==> config.mk <==
export PLATFORM = sky130hd
export DESIGN_NAME = ntc_div_pipe
export DESIGN_NICKNAME = d
export VERILOG_FILES = /design/src/rtl/core/ntc_div_pipe.sv
export SDC_FILE = /design/constraint.sdc
export NUM_CORES = 2
export LEC_CHECK = 0
export BUFFER_PORTS_ARGS = -buffer_cell sky130_fd_sc_hd__clkbuf_2
export CAP_MARGIN = 10
export CORE_MARGIN = 1
export CORE_UTILIZATION = 42
export DETAILED_ROUTE_END_ITERATION = 6
export MAX_ROUTING_LAYER = met4
export PLACE_DENSITY_LB_ADDON = 0.15
export SYNTH_ARGS = -nofsm -noshare
export SYNTH_HDL_FRONTEND = slang
export SYNTH_SLANG_ARGS = --single-unit
==> constraint.sdc <==
create_clock -name clk -period 4.3 [get_ports clk]
set_input_delay 0.86 -clock clk [delete_from_list [all_inputs] [get_ports clk]]
set_output_delay 0.86 -clock clk [all_outputs]
set_load 0.05 [all_outputs]
==> src/rtl/core/ntc_div_pipe.sv <==
// ----------------------------------------------------------------------------
// ntc_div_pipe: pipelined restoring divider
// One quotient bit per stage, N stages; divisor is held steady by the caller.
// ----------------------------------------------------------------------------
module ntc_div_pipe #(
	parameter int N  = 35,
	parameter int DW = 13
) (
	input  logic          clk,
	input  logic          en,
	input  logic [N-1:0]  dividend,
	input  logic [DW-1:0] divisor,
	output logic [N-1:0]  quotient
);

	logic [DW-1:0] rem_s [N];
	logic [N-1:0]  wrk_s [N];

	for (genvar i = 0; i < N; i++) begin : g_stage
		logic [DW-1:0] rem_in;
		logic [N-1:0]  wrk_in;
		logic [DW:0]   rem_sh;
		logic          take;

		if (i == 0) begin : g_first
			assign rem_in = '0;
			assign wrk_in = dividend;
		end else begin : g_next
			assign rem_in = rem_s[i-1];
			assign wrk_in = wrk_s[i-1];
		end

		assign rem_sh = {rem_in, wrk_in[N-1]};
		assign take   = rem_sh >= {1'b0, divisor};

		always_ff @(posedge clk) begin
			if (en) begin
				rem_s[i] <= take ? DW'(rem_sh - {1'b0, divisor}) : DW'(rem_sh);
				wrk_s[i] <= {wrk_in[N-2:0], take};
			end
		end
	end

	assign quotient = wrk_s[N-1];

endmodule

==> results.cfg <==
[logic_synthesis]
synth_adder_area_share_pct = 8.224
yosys.area_share.simple_pct = 6.254
ys_ff_latch = 1667
seq_area_frac_synth_pct = 66.23
yosysTopAreaCell = edfxtp_1
synth_fp_nets = 5425
synth_top_family_by_area = compound AO/OA/AOI/OAI gates
postSynthAreaPerCell_um2 = 15.43
synth_top_area_share_pct = 66.23
synth-xor-area-share_pct = 3.349
synth_cell_type_count = 82
ys_warn_count = 0
synthTopCellsByArea = edfxtp_1, ha_1, mux2_2, xnor2_1, xor2_1
synth_compound_area_share_pct = 8.459
synth_mux_area_share_pct = 6.133
synth-edff-count = 1667
yosys_most_used_dff = edfxtp_1
syn_inst = 4898
ys_async_sr_fraction_pct = 0
syn_area_mm2 = 0.07558

[worst_setup_path]
cp.depth = 14
critical_path.max_stage_delay_ns = 0.39
worstSetupStartpointType = input port
cpMaxStageDelayCell = a311oi_2
rr_worst_depth = 10
crit_buf_inv = 6
path_class = in -> reg
required_ns = 4.84
crit_family = buffers and inverters
end_kind = register
crit_chain = clkbuf_2 -> inv_1 -> buf_12 -> buf_4 -> buf_4 -> ha_1 -> nor2b_1 -> o21ai_1 -> a21oi_1 -> a211oi_2 -> o211ai_1 -> a311oi_2 -> buf_4 -> mux2_2
worstPathMaxFanout = 13
worstPathArrival_ns = 3.85
cp_common_cell = buf_4

[clock_network]
cts_resized = 0
ctsHtreeMaxLevel = 4
cts_setup_buffers = 0
tritoncts = yes
clkTransAtPathRegs_ns = 0.06
clock_latency_ns = 0.81
clk_path_buf_depth = 3
cts-root-buf = clkbuf_16
hold_buffers = 0
cts_buffers = 177
cts_sinks = 1667

[cells_and_area]
drive_gt1_share_pct = 18.52
layoutNonFillerInstCount = 7885
synthToLayoutAreaGrowth_pct = 15.20
nets = 5911
seq_area_mm2 = 0.05006
final_cell_mix = edfxtp_1, ha_1, mux2_2
fillers = 15196
multi_input_area_mm2 = 0.02451
antenna_cells = 0
layout_commonest_cell = edfxtp_1

[timing]
setup_viol = 0
setup_tns_ns = 0
finClkSkew_ns = 0.04156
hold_viol = 0
fmax_ghz = 0.3021
max_slew.worst_pin.slew_ns = 1.073
min_period_ns = 3.310
grt_setup_unrepaired = no
period_share_pct = 76.97
maxSlewHeadroom_pct = 28.08
final-max-slew-violation-count = 0

[route]
ant_nets = 0
drt-total-wl_um = 141500
vias = 41051
first_iter_violations = 2646
vias_per_cell = 5.206
drc = 0
wl_per_cell_um = 17.95
drt_pass1_iterations = 5

[floorplanning]
num_io_pins = 85
dieArea_mm2 = 0.1817
core_mm2 = 0.1786
fp.dieW_um = 426.2
start_util_pct = 42.31
die_h_um = 426.2
row_count = 155

[power_and_ir_drop]
ir_worst_vdd_v = 0.0003674
power_density_mw_per_mm2 = 702.6
p_total_mw = 61.18
power_leakage_nw = 32.50

[global_route]
grt_pass1_wl_um = 225800
gr-usage-all-layers_pct = 16.17
antenna_found_initial = 1
grt_overflow = 0
grt_start_max_net_pins = 138
grt_pass1_vias = 41038

[worst_hold_path]
whs_path_depth = 1
hold_path.class = in -> reg

[run]
maxCapViolations = 0

[run_status]
status = completed

[placement]
place.gp.congestion = 0.8736
dp_hpwl_um = 92920
dp_cells = 7560
portBuffers = 84
==> cells in the mapped netlist (85+ instances only) <==
cell type and instances:
xor2_1 116, nor2_1 188, a21o_1 124, nor2b_1 85, nand2_1 187, nor3_1 101
a21oi_1 200, ha_1 444, xnor2_1 173, mux2_2 329, edfxtp_1 1667, o21ai_0 180
inv_1 180
==> kinds of logic after synthesis <==
group	after synthesis
XOR/XNOR	289
multiplexers	419
buffers and inverters	234
AO/OA/AOI/OAI	924
flip-flops	1667
AND/OR/NAND/NOR	888
adder cells (fa/ha/maj)	477
==> area by class of cell <==
type | instances | share of cell area (%)
multi-input combinational | 2997 | 28.15
clock inverter | 112 | 1.316
sequential | 1667 | 57.49
inverter | 180 | 0.7760
timing repair buffer | 361 | 3.636
clock buffer | 213 | 5.242
tap | 2355 | 3.384
==> per-layer routing <==
metal / vias up / track usage, % / share of wire [%]
li1: 20126 / - / -
met1: 20041 / 21.41 / 47
met2: 657 / 25.40 / 47
met3: 227 / 2.742 / 3.7
met4: 0 / 5.108 / 2.6
met5: - / - / 0
==> where the power goes <==
group / total (mW) / switching, mW / leakage [nW] / internal [mW]
clock: 14.8 / 6.34 / 2.75 / 8.48
sequential: 23.9 / 1.59 / 16.3 / 22.3
combinational: 22.5 / 11.0 / 13.5 / 11.5
==> worst paths after layout <==
kind,startpoint,to,slack [ns]
max,divisor[2],rem_s[12][9],0.99
min,dividend[17],wrk_s[0][18],0.22
max reg2reg,wrk_s[19][34],rem_s[20][11],1.07
min reg2reg,wrk_s[29][5],wrk_s[30][6],0.39
==> stage by stage <==
stage | setup slack, ns | hold slack, ns | utilization (%) | area [um^2]
6_report | 0.9902 | 0.2247 | 48.75 | 87070
5_1_grt | 0.7773 | 0.1552 | 48.75 | 87070
4_1_cts | 1.058 | 0.1397 | 48.75 | 87070
3_5_place_dp | 0.1660 | 0.4045 | 45.55 | 81360
3_3_place_gp | 0.2696 | 0.4004 | 45.55 | 81360
2_1_floorplan | 0.2837 | 0.4003 | - | 75580
==> registers in the layout, summed over array words and instances (netlist names) <==
signal  count
rem_s     442
wrk_s    1225
(Power assumes the default switching activity.)
